[config.mk]
export PLATFORM = sky130hd
export DESIGN_NAME = probe_hit_consensus_classifier_top
export DESIGN_NICKNAME = d
export VERILOG_FILES = /design/src/rtl/phcc_pkg.sv /design/src/rtl/probe_hit_consensus_classifier_top.sv
export SDC_FILE = /design/constraint.sdc
export NUM_CORES = 1
export LEC_CHECK = 0
export BUFFER_PORTS_ARGS = -buffer_cell sky130_fd_sc_hd__buf_2
export CAP_MARGIN = 20
export CORE_MARGIN = 2
export CORE_UTILIZATION = 62
export DETAILED_ROUTE_END_ITERATION = 12
export HOLD_SLACK_MARGIN = 0.12
export PLACE_DENSITY = 0.82
export SLEW_MARGIN = 20
export SYNTH_ARGS = -nofsm -noshare
export SYNTH_HDL_FRONTEND = slang
export SYNTH_SLANG_ARGS = --single-unit
export TNS_END_PERCENT = 50
[constraint.sdc]
create_clock -name clk -period 9.25 [get_ports clk]
set_clock_uncertainty 0.15 [all_clocks]
set_input_delay 1.3875 -clock clk [delete_from_list [all_inputs] [get_ports clk]]
set_output_delay 1.3875 -clock clk [all_outputs]
set_load 0.05 [all_outputs]
[src/rtl/phcc_pkg.sv]
package phcc_pkg;

  // decision codes
  localparam logic [1:0] DEC_PASS = 2'd0;
  localparam logic [1:0] DEC_KEEP = 2'd1;
  localparam logic [1:0] DEC_DENY = 2'd2;

  // cache class that may carry the ambiguous mark
  localparam logic [1:0] CLASS_AMBIG = 2'd2;
  // cache class of an exact-sample keep
  localparam logic [1:0] CLASS_EXACT = 2'd0;

  // one probe hit of a read
  typedef struct packed {
    logic               hit_valid;
    logic [15:0]        hit_sample;
    logic [1:0]         hit_class;
    logic               hit_ambiguous;
    logic [14:0]        hit_gene;
    logic signed [7:0]  hit_offset;
    logic [15:0]        read_sample;
    logic               last_hit;
  } hit_t;

  // decision for one read
  typedef struct packed {
    logic [1:0]         decision;
    logic [14:0]        gene_index;
    logic [1:0]         class_out;
    logic               ambiguous_code;
    logic signed [7:0]  offset_out;
  } verdict_t;

endpackage

[src/rtl/probe_hit_consensus_classifier_top.sv]
// channel   | signals                          | payload
// ----------+----------------------------------+-------------------
// probe     | probe_valid, probe_stall, probe  | phcc_pkg::hit_t
// verdict   | verdict_valid, verdict_stall,    | phcc_pkg::verdict_t
//           | verdict                          |
//
// One probe hit per cycle unless a held verdict stalls a last hit: a hit goes
// through an input register and is then folded into the per-read flags, and the
// decision of a read is loaded into the output register when its last hit passes.
// Synchronous reset clears the per-read flags and both valid bits.
// A stalled verdict only holds back a last hit; other hits keep flowing.
module probe_hit_consensus_classifier_top (
  input  logic               clk,
  input  logic               rst,
  input  logic               probe_valid,
  output logic               probe_stall,
  input  phcc_pkg::hit_t     probe,
  output logic               verdict_valid,
  input  logic               verdict_stall,
  output phcc_pkg::verdict_t verdict
);

  // input register
  logic           in_v;
  phcc_pkg::hit_t in_r;

  // per-read state
  logic               exact_done, exact_done_next;
  logic [14:0]        exact_gene, exact_gene_next;
  logic signed [7:0]  exact_offset, exact_offset_next;
  logic               ambig_seen, ambig_seen_next;
  logic signed [7:0]  ambig_offset, ambig_offset_next;
  logic               mismatch_seen, mismatch_seen_next;
  logic signed [7:0]  mismatch_offset, mismatch_offset_next;
  logic               loose_seen, loose_seen_next;
  logic [14:0]        loose_gene, loose_gene_next;
  logic [15:0]        loose_sample, loose_sample_next;
  logic [1:0]         loose_class, loose_class_next;
  logic signed [7:0]  loose_offset, loose_offset_next;
  logic               conflict_seen, conflict_seen_next;
  logic signed [7:0]  conflict_offset, conflict_offset_next;

  logic               adv;
  logic               matched, mismatched;
  logic [15:0]        key;
  phcc_pkg::verdict_t verdict_next;

  // the registered hit moves on unless it ends a read while the verdict is held
  assign adv = in_v && (!in_r.last_hit || !verdict_valid || !verdict_stall);
  assign probe_stall = in_v && !adv;

  always_ff @(posedge clk) begin
    if (rst) begin
      in_v <= 1'b0;
    end else if (!probe_stall) begin
      in_v <= probe_valid;
    end
    if (!probe_stall) begin
      in_r <= probe;
    end
  end

  // sample comparisons of the registered hit
  assign matched    = (in_r.hit_sample != 16'd0) && (in_r.hit_sample == in_r.read_sample);
  assign mismatched = (in_r.hit_sample != 16'd0) && (in_r.hit_sample != in_r.read_sample);
  assign key        = matched ? in_r.read_sample : 16'd0;

  // fold the hit into the read state
  always_comb begin
    exact_done_next      = exact_done;
    exact_gene_next      = exact_gene;
    exact_offset_next    = exact_offset;
    ambig_seen_next      = ambig_seen;
    ambig_offset_next    = ambig_offset;
    mismatch_seen_next   = mismatch_seen;
    mismatch_offset_next = mismatch_offset;
    loose_seen_next      = loose_seen;
    loose_gene_next      = loose_gene;
    loose_sample_next    = loose_sample;
    loose_class_next     = loose_class;
    loose_offset_next    = loose_offset;
    conflict_seen_next   = conflict_seen;
    conflict_offset_next = conflict_offset;
    if (adv && in_r.hit_valid && !exact_done) begin
      if (in_r.hit_class == phcc_pkg::CLASS_AMBIG && in_r.hit_ambiguous) begin
        ambig_seen_next   = 1'b1;
        ambig_offset_next = in_r.hit_offset;
      end else if (in_r.hit_gene == 15'd0) begin
        // no gene, nothing to record
      end else if (in_r.hit_class == phcc_pkg::CLASS_EXACT && matched) begin
        exact_done_next   = 1'b1;
        exact_gene_next   = in_r.hit_gene;
        exact_offset_next = in_r.hit_offset;
      end else if (in_r.hit_class == phcc_pkg::CLASS_AMBIG) begin
        // unmarked class-2 hit is dropped
      end else if (mismatched) begin
        if (!mismatch_seen) begin
          mismatch_seen_next   = 1'b1;
          mismatch_offset_next = in_r.hit_offset;
        end
      end else if (!loose_seen) begin
        loose_seen_next   = 1'b1;
        loose_gene_next   = in_r.hit_gene;
        loose_sample_next = key;
        loose_class_next  = in_r.hit_class;
        loose_offset_next = in_r.hit_offset;
      end else if (loose_gene != in_r.hit_gene || loose_sample != key) begin
        conflict_seen_next   = 1'b1;
        conflict_offset_next = in_r.hit_offset;
      end
    end
  end

  // decision by priority over the updated state
  always_comb begin
    verdict_next = '0;
    if (exact_done_next) begin
      verdict_next.decision       = phcc_pkg::DEC_KEEP;
      verdict_next.gene_index     = exact_gene_next;
      verdict_next.ambiguous_code = ambig_seen_next;
      verdict_next.offset_out     = exact_offset_next;
    end else if (ambig_seen_next) begin
      verdict_next.decision       = phcc_pkg::DEC_DENY;
      verdict_next.ambiguous_code = 1'b1;
      verdict_next.offset_out     = ambig_offset_next;
    end else if (conflict_seen_next) begin
      verdict_next.decision       = phcc_pkg::DEC_DENY;
      verdict_next.ambiguous_code = 1'b1;
      verdict_next.offset_out     = conflict_offset_next;
    end else if (loose_seen_next) begin
      verdict_next.decision   = phcc_pkg::DEC_KEEP;
      verdict_next.gene_index = loose_gene_next;
      verdict_next.class_out  = loose_class_next;
      verdict_next.offset_out = loose_offset_next;
    end else if (mismatch_seen_next) begin
      verdict_next.decision       = phcc_pkg::DEC_DENY;
      verdict_next.ambiguous_code = 1'b1;
      verdict_next.offset_out     = mismatch_offset_next;
    end
  end

  // state flags, cleared at the end of each read
  always_ff @(posedge clk) begin
    if (rst || (adv && in_r.last_hit)) begin
      exact_done    <= 1'b0;
      ambig_seen    <= 1'b0;
      mismatch_seen <= 1'b0;
      loose_seen    <= 1'b0;
      conflict_seen <= 1'b0;
    end else begin
      exact_done    <= exact_done_next;
      ambig_seen    <= ambig_seen_next;
      mismatch_seen <= mismatch_seen_next;
      loose_seen    <= loose_seen_next;
      conflict_seen <= conflict_seen_next;
    end
  end

  // recorded fields, only read under their flags
  always_ff @(posedge clk) begin
    exact_gene      <= exact_gene_next;
    exact_offset    <= exact_offset_next;
    ambig_offset    <= ambig_offset_next;
    mismatch_offset <= mismatch_offset_next;
    loose_gene      <= loose_gene_next;
    loose_sample    <= loose_sample_next;
    loose_class     <= loose_class_next;
    loose_offset    <= loose_offset_next;
    conflict_offset <= conflict_offset_next;
  end

  // output register
  always_ff @(posedge clk) begin
    if (rst) begin
      verdict_valid <= 1'b0;
    end else if (adv && in_r.last_hit) begin
      verdict_valid <= 1'b1;
    end else if (!verdict_stall) begin
      verdict_valid <= 1'b0;
    end
    if (adv && in_r.last_hit) begin
      verdict <= verdict_next;
    end
  end

endmodule
==> flow_summary.toml <==
[finish]
fin_nets = 749
final_cells = 845
diodes = 0
synthToLayoutAreaGrowth_pct = 15.1
drive_gt1_share_pct = 27.2

[routing]
initialDrtViolationCount = 579
drc = 0
wl_per_cell_um = 18.9
dr.pass1.iters = 5
drt-total-wl_um = 16000
via_per_inst = 6.04
ant_nets = 0
vias = 5106

[sta]
rsz0062_at_grt = "no"
hold_ws_ns = 0.296
worst_pin_slew_ns = 1.04
slew_headroom_pct = 30.5
fmax_mhz = 228
setup_violations = 0
hold_violations = 0
fin_crit_sh_pct = 47.3
period_needed_ns = 4.38
slew_violations = 0
tns_ns = 0

[synth]
yosys_register_bits = 183
ys_types = 54
yosysTopAreaCellShare_pct = 41.8
ys_async_sr_fraction_pct = 0
ys_seq_area_share_pct = 62.9
yosys.area.top_type = "edfxtp_1"
synth_warnings = 0
netlist_instances = 594
synth-main-ff-cell = "edfxtp_1"
syn_area_per_cell_sq_um = 12.6
synth-edff-count = 104
synth_area_leaders = "edfxtp_1 42%, dfxtp_1 21%, mux2_2 7.1%"
syn_area_sq_um = 7480
syn_nets = 658

[floorplanning]
core_sq_um = 11900
start_util_pct = 62.8
die_x_um = 114
dieArea_sq_um = 13000
io_pins = 94
rows = 40
dieHeight_um = 114

[setup_path]
worstReg2RegStart = "in_r[51]"
crit_fanout = 32
rr_endpoint = "verdict[10]"
cp_data_arrival_time_ns = 4.51
reg2reg_depth = 9
r2r_slack_ns = 4.87
crit_type = "reg2reg"
critPathCaptureType = "flip-flop"
worstPathRequired_ns = 9.38
critPathLaunch = "in_r[51]"
endpoint = "verdict[10]"
start_kind = "flip-flop"

[placement]
dp_hpwl_um = 10600
place_inst = 811
place.gp.congestion = 0.805
port_buffers = 93

[cts]
cts_buffers = 17
path_clk_slew_ns = 0.06
postCtsResizedCells = 0
postCtsHoldBufs = 0
cts_root_buf = "clkbuf_16"
cts_num_sinks = 183
htree_levels = 4
cts_setup_buffers = 0
clock_latency_ns = 0.43
cts_tree = "built"
clockBufferDepth = 2

[worst_hold_path]
hp-start = "exact_offset[5]"
min_delay_path_depth = 2
hp-class = "reg2reg"

[grt]
grt_max_degree = 61
grt_antenna_before_repair = 0
grt_pass1_wl_um = 25800
gr-usage-all-layers_pct = 25.6
grt_overflow = 0
grt_pass1_vias = 5119

[power_and_ir_drop]
leakage_nw = 3.44
vdd_drop_max_mv = 0.166
finalPower_mw = 1.68
pwr_density_cell_nw_per_um2 = 195

[job]
timing.max_cap.violations = 0

[run_status]
outcome = "finished clean"
-- layout by cell type, fill, tap and decap left out, types with 4 or more instances in the layout --
cell type    n
a211oi_1     8
a21bo_1      6
a21oi_1     13
a31oi_1     11
a32o_1      15
a41oi_1      8
and3_1      16
buf_2       93
buf_4        5
clkbuf_16   17
clkinv_1     4
clkinv_2     4
dfxtp_1     79
edfxtp_1   104
inv_1       10
mux2_2      47
nand2_1     93
nand3_1     14
nand3b_1    12
nand4_1     12
nor2_1      15
nor4_1       8
o21ai_0      4
o22ai_1      9
xnor2_1     32
xor2_1       4
-- worst min path at each step --
stage	to	slack, ns
2_1_floorplan	exact_gene[7]	0.27
4_1_cts	exact_offset[2]	0.30
5_1_grt	exact_offset[2]	0.31
3_3_place_gp	exact_gene[4]	0.28
6_report	exact_offset[5]	0.30
3_5_place_dp	exact_gene[11]	0.28
-- power by group --
| part | leakage, nW | internal, mW | switching, mW |
|---|---|---|---|
| sequential | 1.65 | 0.894 | 0.0246 |
| clock | 0.272 | 0.389 | 0.288 |
| combinational | 1.52 | 0.0413 | 0.0436 |
-- final cells by class --
type | instances | area [sq um]
Inverter | 12 | 45.0
Tap cell | 147 | 184
Timing Repair Buffer | 99 | 523
Clock inverter | 9 | 73.8
Clock buffer | 23 | 478
Multi-Input combinational cell | 372 | 2600
Fill cell | 792 | 3310
Sequential cell | 183 | 4700
-- per-stage QoR --
stage               setup WS (ns)  util, %  instance area (sq um)
finish                       4.87     72.2                   8610
floorplan                    3.47        -                   7480
global route                 4.50     72.2                   8610
global placement             4.66     67.4                   8020
CTS                          4.94     72.0                   8580
detailed placement           4.66     67.4                   8030
-- registers in the layout (all words and copies together), names as in the netlist --
register	cells
exact_done	1
exact_gene	15
mismatch_seen	1
verdict	28
exact_offset	8
conflict_offset	8
in_r	60
in_v	1
loose_seen	1
ambig_seen	1
verdict_valid	1
loose_gene	15
mismatch_offset	8
ambig_offset	8
loose_class	2
loose_offset	8
conflict_seen	1
loose_sample	16
-- cells in the mapped netlist (all sizes together), types with 3 or more instances --
master,n
nand3b,12
a211oi,8
and3,17
nand4,12
mux2,49
a41oi,8
nand2,94
o22ai,9
dfxtp,79
a22oi,3
nor4,10
a21bo,8
nand3,14
nor2b,3
o21ai,5
nor3,4
a21oi,15
edfxtp,104
xnor2,32
clkbuf,17
xor2,4
inv,10
a21o,3
a31oi,11
buf,10
nor2,17
a32o,15
-- per-layer routing --
| metal | vias to the layer above | GRT usage (%) | wire length, um |
|---|---|---|---|
| met5 | - | 0 | 0 |
| met4 | 0 | 10.7 | 250 |
| met3 | 23 | 6.06 | 1170 |
| met2 | 248 | 39.7 | 7510 |
| met1 | 2436 | 35.1 | 7030 |
| li1 | 2399 | - | - |
-- critical path, stage by stage (launching register included) --
cell,delay [ns]
edfxtp_1,0.42
nor4_1,0.42
nand4_1,0.65
and2_1,0.42
nand2_1,0.08
buf_4,0.34
nand2_1,0.50
nor2_2,0.76
nand4_1,0.28
nor2b_1,0.19
-- logic make-up (layout without fill, tap and decap cells) --
logic type,count (synthesis),in the layout,share of synthesized area (%)
AND/OR/NAND/NOR,191,191,12.8
flip-flops,183,183,62.9
AO/OA/AOI/OAI,96,96,10.1
multiplexers,49,49,7.48
buffers and inverters,39,143,2.44
XOR/XNOR,36,36,4.22
Power figures use the tool's default switching activity.
